===== src/rtl/assert_macros.svh =====
// Assertion helpers used by adhp_back; all are clocked on clk and idle during reset.
`ifndef ASSERT_MACROS_SVH
`define ASSERT_MACROS_SVH

// condition holds at every edge
`define ADHP_ASSERT_COMB(label, expr, msg) \
    label: assert property (@(posedge clk) disable iff (!rst_n) (expr)) else $error(msg);

// consequence holds in the same cycle
`define ADHP_ASSERT_IMPL(label, ante, cons, msg) \
    label: assert property (@(posedge clk) disable iff (!rst_n) (ante) |-> (cons)) \
        else $error(msg);

// consequence holds in the next cycle
`define ADHP_ASSERT_NEXT(label, ante, cons, msg) \
    label: assert property (@(posedge clk) disable iff (!rst_n) (ante) |=> (cons)) \
        else $error(msg);

`endif


===== src/rtl/adhp_pkg.sv =====
package adhp_pkg;

    localparam int SMP_W     = 15;
    localparam int WORD_W    = 16;
    localparam int LOOKAHEAD = 3;
    localparam int WIN_DEPTH = LOOKAHEAD + 1;
    localparam int CNT_W     = $clog2(WIN_DEPTH + 1);
    localparam int LEN_W     = 4;

    localparam logic [LEN_W-1:0]  LEN_RUN    = 4'd1;
    localparam logic [LEN_W-1:0]  LEN_ZERO   = 4'd2;
    localparam logic [3:0]        PTR_TOP    = 4'd15;
    localparam logic [WORD_W-1:0] EMPTY_WORD = 16'h8000;
    localparam logic [WORD_W-1:0] NEG_FLAG   = 16'h4000;
    localparam int                SMALL_MAX  = 3;

    localparam logic MODE_PASS    = 1'b0;
    localparam logic MODE_PACK    = 1'b1;
    localparam logic REG_IDX_MODE = 1'b0;

    typedef enum logic [1:0] {
        KIND_PASS,
        KIND_FIRST,
        KIND_NORM
    } kind_t;

    // one sample as seen by the packer
    typedef struct packed {
        logic [WORD_W-1:0] word;      // raw form, or sign-extended sample
        logic [LEN_W-1:0]  code_len;  // prefix code length of the difference
        logic              raw;       // difference too large for a code
    } elem_t;

    typedef struct packed {
        kind_t kind;
        elem_t elem;
        logic  last;
    } entry_t;

endpackage


===== src/rtl/adhp_front.sv =====
module adhp_front import adhp_pkg::*;
(
    input  logic                 clk,
    input  logic                 rst_n,
    input  logic                 coding_mode,
    input  logic                 s_axis_tvalid,
    output logic                 s_axis_tready,
    input  logic [WORD_W-1:0]    s_axis_tdata,   // [14:0] sample
    input  logic                 s_axis_tlast,
    output logic                 push_valid,
    output entry_t               push_entry,
    input  logic                 push_ready
);

    logic signed [WORD_W-1:0] prev_reg, prev_next;
    logic                     first_reg, first_next;

    logic signed [WORD_W-1:0] smp_ext;
    logic signed [WORD_W-1:0] diff;
    logic        [WORD_W-1:0] neg_diff;
    logic        [WORD_W-1:0] neg_smp;
    logic        [WORD_W-1:0] raw_word;
    logic        [LEN_W-1:0]  code_len;
    logic                     fits_code;
    logic                     accept;

    assign smp_ext   = {s_axis_tdata[SMP_W-1], s_axis_tdata[SMP_W-1:0]};
    assign diff      = smp_ext - prev_reg;
    assign neg_diff  = WORD_W'(-diff);
    assign neg_smp   = WORD_W'(-smp_ext);
    assign fits_code = (diff <= WORD_W'(SMALL_MAX)) && (diff >= -WORD_W'(SMALL_MAX));

    // zero and negative samples carry the sign in bit 14
    assign raw_word = (smp_ext > 0) ? WORD_W'(unsigned'(smp_ext)) : (neg_smp | NEG_FLAG);

    always_comb
    begin
        if (diff == '0)
            code_len = LEN_ZERO;
        else if (!diff[WORD_W-1])
            code_len = {diff[2:0], 1'b1};
        else
            code_len = {neg_diff[2:0] + 3'd1, 1'b0};
    end

    always_comb
    begin
        if (coding_mode == MODE_PASS)
            push_entry.kind = KIND_PASS;
        else if (first_reg)
            push_entry.kind = KIND_FIRST;
        else
            push_entry.kind = KIND_NORM;
        push_entry.elem.word     = (push_entry.kind == KIND_NORM) ? raw_word
                                                                   : unsigned'(smp_ext);
        push_entry.elem.code_len = code_len;
        push_entry.elem.raw      = !fits_code;
        push_entry.last          = s_axis_tlast;
    end

    assign push_valid    = s_axis_tvalid;
    assign s_axis_tready = push_ready;
    assign accept        = s_axis_tvalid && push_ready;

    always_comb
    begin
        prev_next  = prev_reg;
        first_next = first_reg;
        if (accept && coding_mode == MODE_PACK)
        begin
            prev_next  = smp_ext;
            first_next = s_axis_tlast;
        end
    end

    always_ff @(posedge clk or negedge rst_n)
    begin
        if (!rst_n)
        begin
            prev_reg  <= '0;
            first_reg <= 1'b1;
        end
        else
        begin
            prev_reg  <= prev_next;
            first_reg <= first_next;
        end
    end

endmodule


===== src/rtl/adhp_fifo.sv =====
module adhp_fifo import adhp_pkg::*;
#(
    parameter int DEPTH = 4
)
(
    input  logic   clk,
    input  logic   rst_n,
    input  logic   push_valid,
    input  entry_t push_entry,
    output logic   push_ready,
    output logic   pop_valid,
    output entry_t pop_entry,
    input  logic   pop
);

    localparam int PTR_W = $clog2(DEPTH);
    localparam int FCW   = $clog2(DEPTH + 1);

    entry_t             mem_reg [DEPTH];
    logic [PTR_W-1:0]   wr_ptr_reg, wr_ptr_next;
    logic [PTR_W-1:0]   rd_ptr_reg, rd_ptr_next;
    logic [FCW-1:0]     fill_reg, fill_next;
    logic               do_push;
    logic               do_pop;

    assign push_ready = (fill_reg != FCW'(DEPTH));
    assign pop_valid  = (fill_reg != '0);
    assign pop_entry  = mem_reg[rd_ptr_reg];
    assign do_push    = push_valid && push_ready;
    assign do_pop     = pop && pop_valid;

    always_comb
    begin
        wr_ptr_next = wr_ptr_reg;
        rd_ptr_next = rd_ptr_reg;
        if (do_push)
            wr_ptr_next = (wr_ptr_reg == PTR_W'(DEPTH - 1)) ? '0 : wr_ptr_reg + 1'b1;
        if (do_pop)
            rd_ptr_next = (rd_ptr_reg == PTR_W'(DEPTH - 1)) ? '0 : rd_ptr_reg + 1'b1;
        fill_next = fill_reg + FCW'(do_push) - FCW'(do_pop);
    end

    always_ff @(posedge clk)
    begin
        if (do_push)
            mem_reg[wr_ptr_reg] <= push_entry;
    end

    always_ff @(posedge clk or negedge rst_n)
    begin
        if (!rst_n)
        begin
            wr_ptr_reg <= '0;
            rd_ptr_reg <= '0;
            fill_reg   <= '0;
        end
        else
        begin
            wr_ptr_reg <= wr_ptr_next;
            rd_ptr_reg <= rd_ptr_next;
            fill_reg   <= fill_next;
        end
    end

endmodule


===== src/rtl/adhp_back.sv =====
`include "assert_macros.svh"

module adhp_back import adhp_pkg::*;
(
    input  logic              clk,
    input  logic              rst_n,
    input  logic              pop_valid,
    input  entry_t            pop_entry,
    output logic              pop,
    output logic              m_axis_tvalid,
    input  logic              m_axis_tready,
    output logic [WORD_W-1:0] m_axis_tdata,   // [15:0] packed_word
    output logic              m_axis_tlast
);

    // lookahead window: slot 0 is the oldest sample not yet coded
    elem_t              win_reg [WIN_DEPTH];
    elem_t              win_next [WIN_DEPTH];
    logic [CNT_W-1:0]   cnt_reg, cnt_next;
    logic               last_pend_reg, last_pend_next;
    logic [WORD_W-1:0]  pack_reg, pack_next;
    logic [3:0]         bptr_reg, bptr_next;
    logic               ov_reg, ov_next;
    logic [WORD_W-1:0]  od_reg, od_next;
    logic               ol_reg, ol_next;

    logic [WIN_DEPTH-1:0] zero_vec;
    logic               head_zero;
    logic               run4;
    logic               tok;
    logic               fin;
    logic               oslot;
    logic [LEN_W-1:0]   len;
    logic [3:0]         bptr_sub;
    logic               emit;
    logic [WORD_W-1:0]  emit_word;
    logic               emit_last;
    logic [CNT_W-1:0]   ncons;
    logic [CNT_W-1:0]   cnt_rem;
    logic               absorb;
    logic               take;

    always_comb
    begin
        for (int i = 0; i < WIN_DEPTH; i++)
            zero_vec[i] = !win_reg[i].raw && (win_reg[i].code_len == LEN_ZERO);
    end

    assign head_zero = zero_vec[0];
    assign run4      = (cnt_reg == CNT_W'(WIN_DEPTH)) && (&zero_vec);
    assign tok       = (cnt_reg != '0) &&
                       (!head_zero || cnt_reg == CNT_W'(WIN_DEPTH) || last_pend_reg);
    assign fin       = (cnt_reg == '0) && last_pend_reg;
    assign oslot     = !ov_reg || m_axis_tready;
    assign len       = run4 ? LEN_RUN : (head_zero ? LEN_ZERO : win_reg[0].code_len);
    assign bptr_sub  = bptr_reg - len;

    always_comb
    begin
        emit           = 1'b0;
        emit_word      = pack_reg;
        emit_last      = 1'b0;
        ncons          = '0;
        pack_next      = pack_reg;
        bptr_next      = bptr_reg;
        last_pend_next = last_pend_reg;
        take           = 1'b0;
        if (fin)
        begin
            if (oslot)
            begin
                emit           = 1'b1;
                emit_last      = 1'b1;
                pack_next      = EMPTY_WORD;
                bptr_next      = PTR_TOP;
                last_pend_next = 1'b0;
            end
        end
        else if (tok)
        begin
            if (win_reg[0].raw)
            begin
                // a pending word goes out first, the raw value after it
                if (oslot)
                begin
                    emit = 1'b1;
                    if (bptr_reg != PTR_TOP)
                    begin
                        pack_next = EMPTY_WORD;
                        bptr_next = PTR_TOP;
                    end
                    else
                    begin
                        emit_word = win_reg[0].word;
                        ncons     = CNT_W'(1);
                    end
                end
            end
            else if (bptr_reg >= len)
            begin
                bptr_next = bptr_sub;
                pack_next = pack_reg | (WORD_W'(1) << bptr_sub);
                ncons     = run4 ? CNT_W'(WIN_DEPTH) : CNT_W'(1);
            end
            else if (oslot)
            begin
                emit      = 1'b1;
                bptr_next = PTR_TOP - len;
                pack_next = EMPTY_WORD | (WORD_W'(1) << (PTR_TOP - len));
                ncons     = run4 ? CNT_W'(WIN_DEPTH) : CNT_W'(1);
            end
        end
        else if (pop_valid)
        begin
            unique case (pop_entry.kind)
                KIND_PASS:
                begin
                    if (oslot)
                    begin
                        emit      = 1'b1;
                        emit_word = pop_entry.elem.word;
                        emit_last = pop_entry.last;
                        take      = 1'b1;
                    end
                end
                KIND_FIRST:
                begin
                    if (oslot)
                    begin
                        emit           = 1'b1;
                        emit_word      = pop_entry.elem.word;
                        last_pend_next = pop_entry.last;
                        take           = 1'b1;
                    end
                end
                KIND_NORM:
                begin
                end
                default:
                begin
                end
            endcase
        end

        cnt_rem = cnt_reg - ncons;
        absorb  = pop_valid && (pop_entry.kind == KIND_NORM) && !last_pend_reg &&
                  (cnt_rem < CNT_W'(WIN_DEPTH));
        if (absorb)
            last_pend_next = pop_entry.last;
        cnt_next = cnt_rem + CNT_W'(absorb);
    end

    assign pop = absorb || take;

    always_comb
    begin
        for (int i = 0; i < WIN_DEPTH; i++)
        begin
            if (ncons == CNT_W'(1) && i < WIN_DEPTH - 1)
                win_next[i] = win_reg[(i + 1) % WIN_DEPTH];
            else
                win_next[i] = win_reg[i];
            if (absorb && cnt_rem == CNT_W'(i))
                win_next[i] = pop_entry.elem;
        end
    end

    always_comb
    begin
        ov_next = ov_reg;
        od_next = od_reg;
        ol_next = ol_reg;
        if (emit)
        begin
            ov_next = 1'b1;
            od_next = emit_word;
            ol_next = emit_last;
        end
        else if (m_axis_tready)
        begin
            ov_next = 1'b0;
        end
    end

    assign m_axis_tvalid = ov_reg;
    assign m_axis_tdata  = od_reg;
    assign m_axis_tlast  = ol_reg;

    always_ff @(posedge clk)
    begin
        od_reg <= od_next;
        ol_reg <= ol_next;
        for (int i = 0; i < WIN_DEPTH; i++)
            win_reg[i] <= win_next[i];
    end

    always_ff @(posedge clk or negedge rst_n)
    begin
        if (!rst_n)
        begin
            cnt_reg       <= '0;
            last_pend_reg <= 1'b0;
            pack_reg      <= EMPTY_WORD;
            bptr_reg      <= PTR_TOP;
            ov_reg        <= 1'b0;
        end
        else
        begin
            cnt_reg       <= cnt_next;
            last_pend_reg <= last_pend_next;
            pack_reg      <= pack_next;
            bptr_reg      <= bptr_next;
            ov_reg        <= ov_next;
        end
    end

    `ADHP_ASSERT_COMB(a_cnt_range, cnt_reg <= CNT_W'(WIN_DEPTH), "window overfilled")
    `ADHP_ASSERT_COMB(a_empty_word, (bptr_reg != PTR_TOP) || (pack_reg == EMPTY_WORD),
                      "word marked empty but holds codes")
    `ADHP_ASSERT_IMPL(a_hold_after_last, last_pend_reg, !pop,
                      "next waveform taken before the final word")
    `ADHP_ASSERT_NEXT(a_final_clears, fin && emit,
                      (cnt_reg == '0) && !last_pend_reg && (bptr_reg == PTR_TOP),
                      "packer not back to its start after the final word")

endmodule


===== src/rtl/adc_delta_huffman_packer_core.sv =====
// Delta/prefix-code packer for ADC waveforms.
// Input stream (s_axis): one 15-bit sample per word in tdata[14:0], tlast on the
// final sample of a waveform. Output stream (m_axis): 16-bit words, tlast on the
// final word. Mode register at APB address 0 (bit 0): 1 packs, 0 passes through.
// Throughput: one sample per cycle as long as each sample makes at most one word
// and the receiver does not stall; each further output word slows the input, since
// the output register takes one word per cycle. Held samples resolving on one input
// drain at one code per cycle unless the output stalls; at the end of a waveform
// the window drains before the final word and the next waveform starts only after
// it. A 4-deep queue separates the classifier from the packer, so input is still
// taken while the packer catches up.
// Pass-through and raw first samples pass the queue and the output register; a word
// from coded differences also passes the window and the word being packed.
// Reset puts the packer at the start of a waveform with an empty word and the mode
// register at 1. When the receiver stalls the output register holds its word, the
// packer stops at the next word it must emit, and the input stalls once the queue
// is full. The user changes the mode only with the block idle; it is not enforced.
module adc_delta_huffman_packer_core import adhp_pkg::*;
#(
    parameter int FIFO_DEPTH = 4
)
(
    input  logic              clk,
    input  logic              rst_n,
    input  logic              s_axis_tvalid,
    output logic              s_axis_tready,
    input  logic [WORD_W-1:0] s_axis_tdata,   // [14:0] sample, [15] zero
    input  logic              s_axis_tlast,   // sample_last
    output logic              m_axis_tvalid,
    input  logic              m_axis_tready,
    output logic [WORD_W-1:0] m_axis_tdata,   // [15:0] packed_word
    output logic              m_axis_tlast,   // word_last
    input  logic              psel,
    input  logic              penable,
    input  logic              pwrite,
    input  logic [2:0]        paddr,
    input  logic [31:0]       pwdata,
    output logic [31:0]       prdata,
    output logic              pready
);

    logic   mode_reg, mode_next;
    logic   push_valid;
    logic   push_ready;
    entry_t push_entry;
    logic   pop_valid;
    logic   pop;
    entry_t pop_entry;

    assign pready = 1'b1;

    always_comb
    begin
        mode_next = mode_reg;
        if (psel && penable && pwrite && pready && paddr[2] == REG_IDX_MODE)
            mode_next = pwdata[0];
    end

    assign prdata = (paddr[2] == REG_IDX_MODE) ? {31'b0, mode_reg} : 32'b0;

    always_ff @(posedge clk or negedge rst_n)
    begin
        if (!rst_n)
            mode_reg <= MODE_PACK;
        else
            mode_reg <= mode_next;
    end

    adhp_front u_front
    (
        .clk           (clk),
        .rst_n         (rst_n),
        .coding_mode   (mode_reg),
        .s_axis_tvalid (s_axis_tvalid),
        .s_axis_tready (s_axis_tready),
        .s_axis_tdata  (s_axis_tdata),
        .s_axis_tlast  (s_axis_tlast),
        .push_valid    (push_valid),
        .push_entry    (push_entry),
        .push_ready    (push_ready)
    );

    adhp_fifo #(
        .DEPTH (FIFO_DEPTH)
    ) u_fifo
    (
        .clk        (clk),
        .rst_n      (rst_n),
        .push_valid (push_valid),
        .push_entry (push_entry),
        .push_ready (push_ready),
        .pop_valid  (pop_valid),
        .pop_entry  (pop_entry),
        .pop        (pop)
    );

    adhp_back u_back
    (
        .clk           (clk),
        .rst_n         (rst_n),
        .pop_valid     (pop_valid),
        .pop_entry     (pop_entry),
        .pop           (pop),
        .m_axis_tvalid (m_axis_tvalid),
        .m_axis_tready (m_axis_tready),
        .m_axis_tdata  (m_axis_tdata),
        .m_axis_tlast  (m_axis_tlast)
    );

endmodule


===== config.mk =====
export PLATFORM = sky130hd
export DESIGN_NAME = adc_delta_huffman_packer_core
export DESIGN_NICKNAME = d
export VERILOG_FILES = /design/src/rtl/adhp_pkg.sv /design/src/rtl/adhp_front.sv /design/src/rtl/adhp_fifo.sv /design/src/rtl/adhp_back.sv /design/src/rtl/adc_delta_huffman_packer_core.sv
export VERILOG_INCLUDE_DIRS = /design/src /design/src/rtl
export SDC_FILE = /design/constraint.sdc
export NUM_CORES = 1
export LEC_CHECK = 0
export BUFFER_PORTS_ARGS = -buffer_cell sky130_fd_sc_hd__buf_2
export CORE_ASPECT_RATIO = 0.5
export CORE_MARGIN = 2
export CORE_UTILIZATION = 62
export DETAILED_ROUTE_END_ITERATION = 10
export PLACE_DENSITY = 0.87
export SLEW_MARGIN = 20
export SYNTH_ARGS = -nofsm -noshare
export SYNTH_HDL_FRONTEND = slang
export SYNTH_SLANG_ARGS = --single-unit

===== constraint.sdc =====
create_clock -name clk -period 19.2 [get_ports clk]
set_input_delay 4.8 -clock clk [delete_from_list [all_inputs] [get_ports clk]]
set_output_delay 4.8 -clock clk [all_outputs]
set_load 0.05 [all_outputs]

* Word-level counts from Yosys, hierarchy flattened *
Memory sizes are Yosys's and may differ from the RTL's.
Index checks and enable logic that the tools add are counted.

word-level totals
  RAM bits = 180
  memories kept = 2
  register bits = 66
  input bits = 59
  word-level logic and storage cells = 181

cells by class
  add/subtract/negate cells = 12
  bitwise gates (word level) = 2
  shifts and indexed selects = 2
  $lt $le $gt $ge = 5
  muxes and demuxes = 75
  equal/unequal tests = 23
  reduce and logical (&&, ||, !) cells = 47

memories
  name            depth  bits a word  rd ports  clocked after Yosys merged registers in  write ports  RTL line         RTL
  u_fifo.mem_reg  4      24           1         0                                        1            adhp_fifo.sv:19  entry_t mem_reg [DEPTH];
  u_back.win_reg  4      21           4         0                                        4            adhp_back.sv:17  elem_t win_reg [WIN_DEPTH];

operator list
  operator                                                                 number
  16-bit two-way mux                                                       18
  21-bit two-way mux                                                       7
  4-bit two-way mux                                                        12
  1-bit two-way mux                                                        27
  1-bit logical AND                                                        21
  3-bit two-way mux                                                        7
  4-bit by 2-bit == test with 1-bit output (second input constant)         4
  16-bit by 3-bit >= comparator with 1-bit output (second input constant)  1
  16-bit by 3-bit <= comparator with 1-bit output (second input constant)  1
  16-bit logical NOT                                                       1
  15-bit negation with 16-bit output                                       1
  16-bit OR                                                                1
  1-bit by 4-bit left shift with 16-bit output (first input constant)      1
  15-bit by 15-bit subtractor with 16-bit output                           1
  15-bit by 1-bit > comparator with 1-bit output (second input constant)   1
  3-bit != test (second input constant)                                    5
  1-bit by 4-bit left shift with 15-bit output (first input constant)      1
  3-bit nonzero test                                                       4
  5-bit AND reduction                                                      2
  2-bit == test (second input constant)                                    4
  1-bit logical NOT                                                        8
  2-bit two-way mux                                                        4
  4-bit != test (second input constant)                                    2
  3-bit by 1-bit adder with 3-bit output                                   2
  other kinds (22)                                                         30

* Longest topological paths before layout *
An unclocked memory read counts as a cell.

  word-level depth = 17
  depth in mapped cells = 27
  depth with buffers taken out = 25

* By module *
Synthesis repeated with hierarchy kept, for this count alone.

second synthesis, totals
  cells, all modules = 893
  area total of the unflattened synthesis = 12449.4 µm²

modules (own cells, without submodules)
  module                         area an instance (µm²)  times used  cells an instance
  adhp_back                      6080.8                  1           429
  adhp_fifo                      3905.0                  1           164
  adhp_front                     2160.8                  1           262
  adc_delta_huffman_packer_core  302.8                   1           38

* Least setup slack after synthesis *
No wires, ideal clock.

  path type = input to output
  start point = input paddr[2]
  end point = output prdata[0]
  required time = 14.400 ns
  arrival time = 5.489 ns
  stages on the path = 1
  slack = 8.911 ns
  buffers on the path = 0
  cell sequence = nor2b_1

between the ends
  word-level cells in the longest chain between the ends = 1

RTL lines
  what                RTL line                             RTL
  start: declaration  adc_delta_huffman_packer_core.sv:36  input logic [2:0] paddr,
  1-bit two-way mux   adc_delta_huffman_packer_core.sv:59  assign prdata = (paddr[2] == REG_IDX_MODE) ? {31'b0, mode_reg} : 32'b0;
  end: declaration    adc_delta_huffman_packer_core.sv:38  output logic [31:0] prdata,

No other way between the ends.

* Worst setup path in the final report *
Ends and elaborated chain as after synthesis.

==> impl_results.md <==
* Crit path largest cell delay at 0.27 ns
* Max Fanout on Critical Path at 2
* Clk_skew at 0.0148 ns
* Starting Density at 63.8%
* Prevailing post-synth register cell: edfxtp_1
* Net Switching at 992 uW
* Total wire length at 25.9 mm
* Setup bufs post-CTS at 0
* DPL Wire Length at 16.8 mm
* Post-synth EDFFs at 197
* Num ports at 111
* Clock Path Buffers at 3
* CP required at 14.40 ns
* Yosys cell types at 66
* Worst Tran Pin Value at 1.02 ns
* CTS tree: done
* Startpoint Class: input port
* Post-route cell area at 12800 um2
* Gpl congestion at 0.926
* Crit path kind: in -> out
* Outcome: complete, no violations
* Critical Path Slowest Stage Cell: buf_2
* Setup crit end kind: output pin
* Syn Inst Count at 878
* Final-report setup violation count at 0
* Vias post-DR at 7416
* Post-CTS resize count at 0
* Cell mode on critical path: buf_2
* Int Power at 1.46 mW
* Die height at 102 um
* Worst Path Arrival at 5.28 ns
* Via-to-Cell Ratio at 6.23
* Initial antenna violation count at 0
* Number of diodes at 0
* Final count of hold timing violations at 0
* Commonest non-fill, non-tap cell in the layout: edfxtp_1
* Crit path buffers/inverters at 2
* Peak supply drop at 0.0980 mV
* Fin Setup TNS at 0 ns
* RSZ-0062 raised after global routing: false
* Worst path top cell family by delay: buffers and inverters
* Clock Latency Late Sink at 0.50 ns
* First-pass GRT wire length at 40.4 mm
* Drt first pass iters at 6
* # port buffers at 44
* Die Span X at 200 um
* Peak Freq at 99.2 MHz
* Yosys warning count at 0
* Seq pwr share at 39.6%
* Register bit total from synthesis at 246
* Share of cells above drive strength 1 at 17.1%
* FP Rows at 35
* Clock transition at the registers of the reported paths at 0.07 ns
* Core footprint at 18600 um2
* CTS sink cnt at 246
* Wire per inst at 21.8 um
* Grt total ovfl at 0
* Die footprint at 20300 um2
* DRT iter0 DRCs at 584
* CTS Buf Count at 21
* Max FFs per register at 96
* Max Cap Violations at 0
* Vias in the first global route at 7219
* Ys async rst share at 19.9%
* Clk network pwr share at 16.9%
* Slew margin rel. at 32.2%
* Sequential area share after synthesis at 60.3%
* Pleak at 4.84 nW
* Cell area power density at 191 nW/um2
* Mean Syn Cell Area at 13.5 um2
* Post-Syn Area at 11800 um2
* Antenna-violating nets left at 0
* Min Tclk post-route at 10.08 ns
* Period utilization at 52.5%
* Total track usage at 26.5%
* Comb power frac at 43.5%
* Largest net degree at the start of global routing at 50
* Hold WC Path Type: reg -> reg
* CTS Hold Bufs at 0
* CTS H-tree depth at 1
* Nets at 1012
* Max-slew violation count at 0
* Switching part of the total at 40.5%
* Area post-placement at 12200 um2
* Critical-path cell list: buf_2, nor2b_1, buf_2
* Root Buffer: clkbuf_16
* Area grow syn2layout at 8.37%
* DRC viols at 0
* Most frequent cells in the layout: 197 x edfxtp_1, 57 x nor2_1, 57 x mux2_1
==> per-layer routing <==
metal  GRT usage (%)  routed length [um]  up-vias
met3            3.86                2140       49
met2            45.0               12600      399
met5               0                   0        -
met4            6.21                 480        0
met1            37.0               10800     3656
li1                -                   -     3312
==> through the flow <==
| step | hold WS (ns) | setup WS, ns | std cells | power, mW | util [%] |
|---|---|---|---|---|---|
| final | 0.507 | 9.12 | 1191 | 2.45 | 69.2 |
| after global routing | 0.524 | 9.10 | 1191 | 2.58 | 69.2 |
| after CTS | 0.510 | 9.13 | 1191 | 2.44 | 69.2 |
| after detailed placement | 0.494 | 9.14 | 1154 | 2.00 | 65.7 |
| after global placement | 0.469 | 9.14 | 1154 | 1.93 | 65.7 |
| after floorplan | 0.450 | 8.91 | 908 | 1.74 | - |
==> synthesized netlist by cell type, drive strengths merged, types with 3 or more instances <==
| master | count | area [um2] |
|---|---|---|
| edfxtp | 197 | 5920 |
| ha | 32 | 400 |
| nand4 | 6 | 37.5 |
| nor4 | 7 | 50.1 |
| nand3 | 14 | 85.1 |
| inv | 42 | 158 |
| o221ai | 6 | 52.6 |
| nor4b | 5 | 43.8 |
| o2111ai | 3 | 26.3 |
| nor3 | 16 | 90.1 |
| o21ai | 35 | 175 |
| mux4 | 24 | 541 |
| dfstp | 7 | 184 |
| a211oi | 3 | 27.5 |
| dfrtp | 42 | 1050 |
| nand2b | 10 | 62.6 |
| xor2 | 16 | 140 |
| clkbuf | 22 | 82.6 |
| a21o | 8 | 60.1 |
| o22ai | 21 | 131 |
| nor2b | 5 | 31.3 |
| or2 | 4 | 25.0 |
| fa | 3 | 60.1 |
| nor2 | 58 | 225 |
| a22o | 8 | 70.1 |
| and2 | 3 | 18.8 |
| and3 | 8 | 50.1 |
| a21oi | 56 | 288 |
| mux2 | 80 | 901 |
| xnor2 | 14 | 123 |
| nand2 | 50 | 188 |
| buf | 44 | 304 |
==> logic make-up (layout without fill, tap and decap cells) <==
group	Yosys count	after routing	share of synthesized area, %
mux	104	104	12.2
simple gates	194	194	8.21
fa+ha+maj	35	35	3.89
flops	246	246	60.3
xor+xnor	30	30	2.22
compound gates	159	159	8.52
buf+inv	108	132	4.59
other cells	2	32	0.0634
==> power by group through the flow <==
| stage | combinational, mW | sequential [mW] | clock, mW |
|---|---|---|---|
| after detailed placement | 1.04 | 0.968 | 0 |
| after CTS | 1.06 | 0.964 | 0.420 |
| after global routing | 1.16 | 0.984 | 0.440 |
| final | 1.06 | 0.969 | 0.414 |
| after floorplan | 0.740 | 0.998 | 0 |
| after global placement | 0.987 | 0.947 | 0 |
==> worst reg2reg max path, cell delays in order, from the launching register on <==
cell	delay, ns
edfxtp_1	0.52
and2b_1	0.33
nand4_1	0.18
nor3_2	0.42
or2_2	0.24
ha_1	0.16
inv_1	0.06
fa_1	0.43
a21o_1	0.17
a21o_1	0.19
a21oi_1	0.77
a211oi_1	0.18
o21ai_0	0.54
inv_1	0.11
ha_1	0.23
ha_1	0.20
xnor2_1	0.13
xnor2_1	0.43
nor2_4	0.11
nor2_1	0.38
inv_1	0.14
ha_1	0.34
inv_1	0.06
ha_1	0.20
fa_1	0.42
xnor2_1	0.20
==> final timing paths <==
path / from / to / slack (ns) / cells past startpoint
setup / recovery: paddr[2] / prdata[0] / 9.12 / 3
hold / removal: u_front.prev_reg[2]$_DFFE_PN0P_ / u_front.prev_reg[2]$_DFFE_PN0P_ / 0.51 / 1
setup reg to reg: u_back.win_reg[0][1]$_DFFE_PP_ / u_fifo.fill_reg[2]$_DFF_PN0_ / 11.96 / 25
hold reg to reg: u_front.prev_reg[2]$_DFFE_PN0P_ / u_front.prev_reg[2]$_DFFE_PN0P_ / 0.51 / 1
max in group asynchronous: rst_n / u_back.pack_reg[12]$_DFFE_PN0P_ / 14.26 / 2
min in group asynchronous: rst_n / u_front.prev_reg[0]$_DFFE_PN0P_ / 4.43 / 2
==> layout make-up <==
cell class | count | area [um2]
Clock inverter | 9 | 76.3
Clock buffer | 28 | 572
Multi-Input combinational cell | 554 | 4270
Sequential cell | 246 | 7150
Inverter | 42 | 158
Tap cell | 259 | 324
Timing Repair Buffer | 53 | 288
Fill cell | 1213 | 5730
No activity file was read; power rests on OpenSTA's default activity.
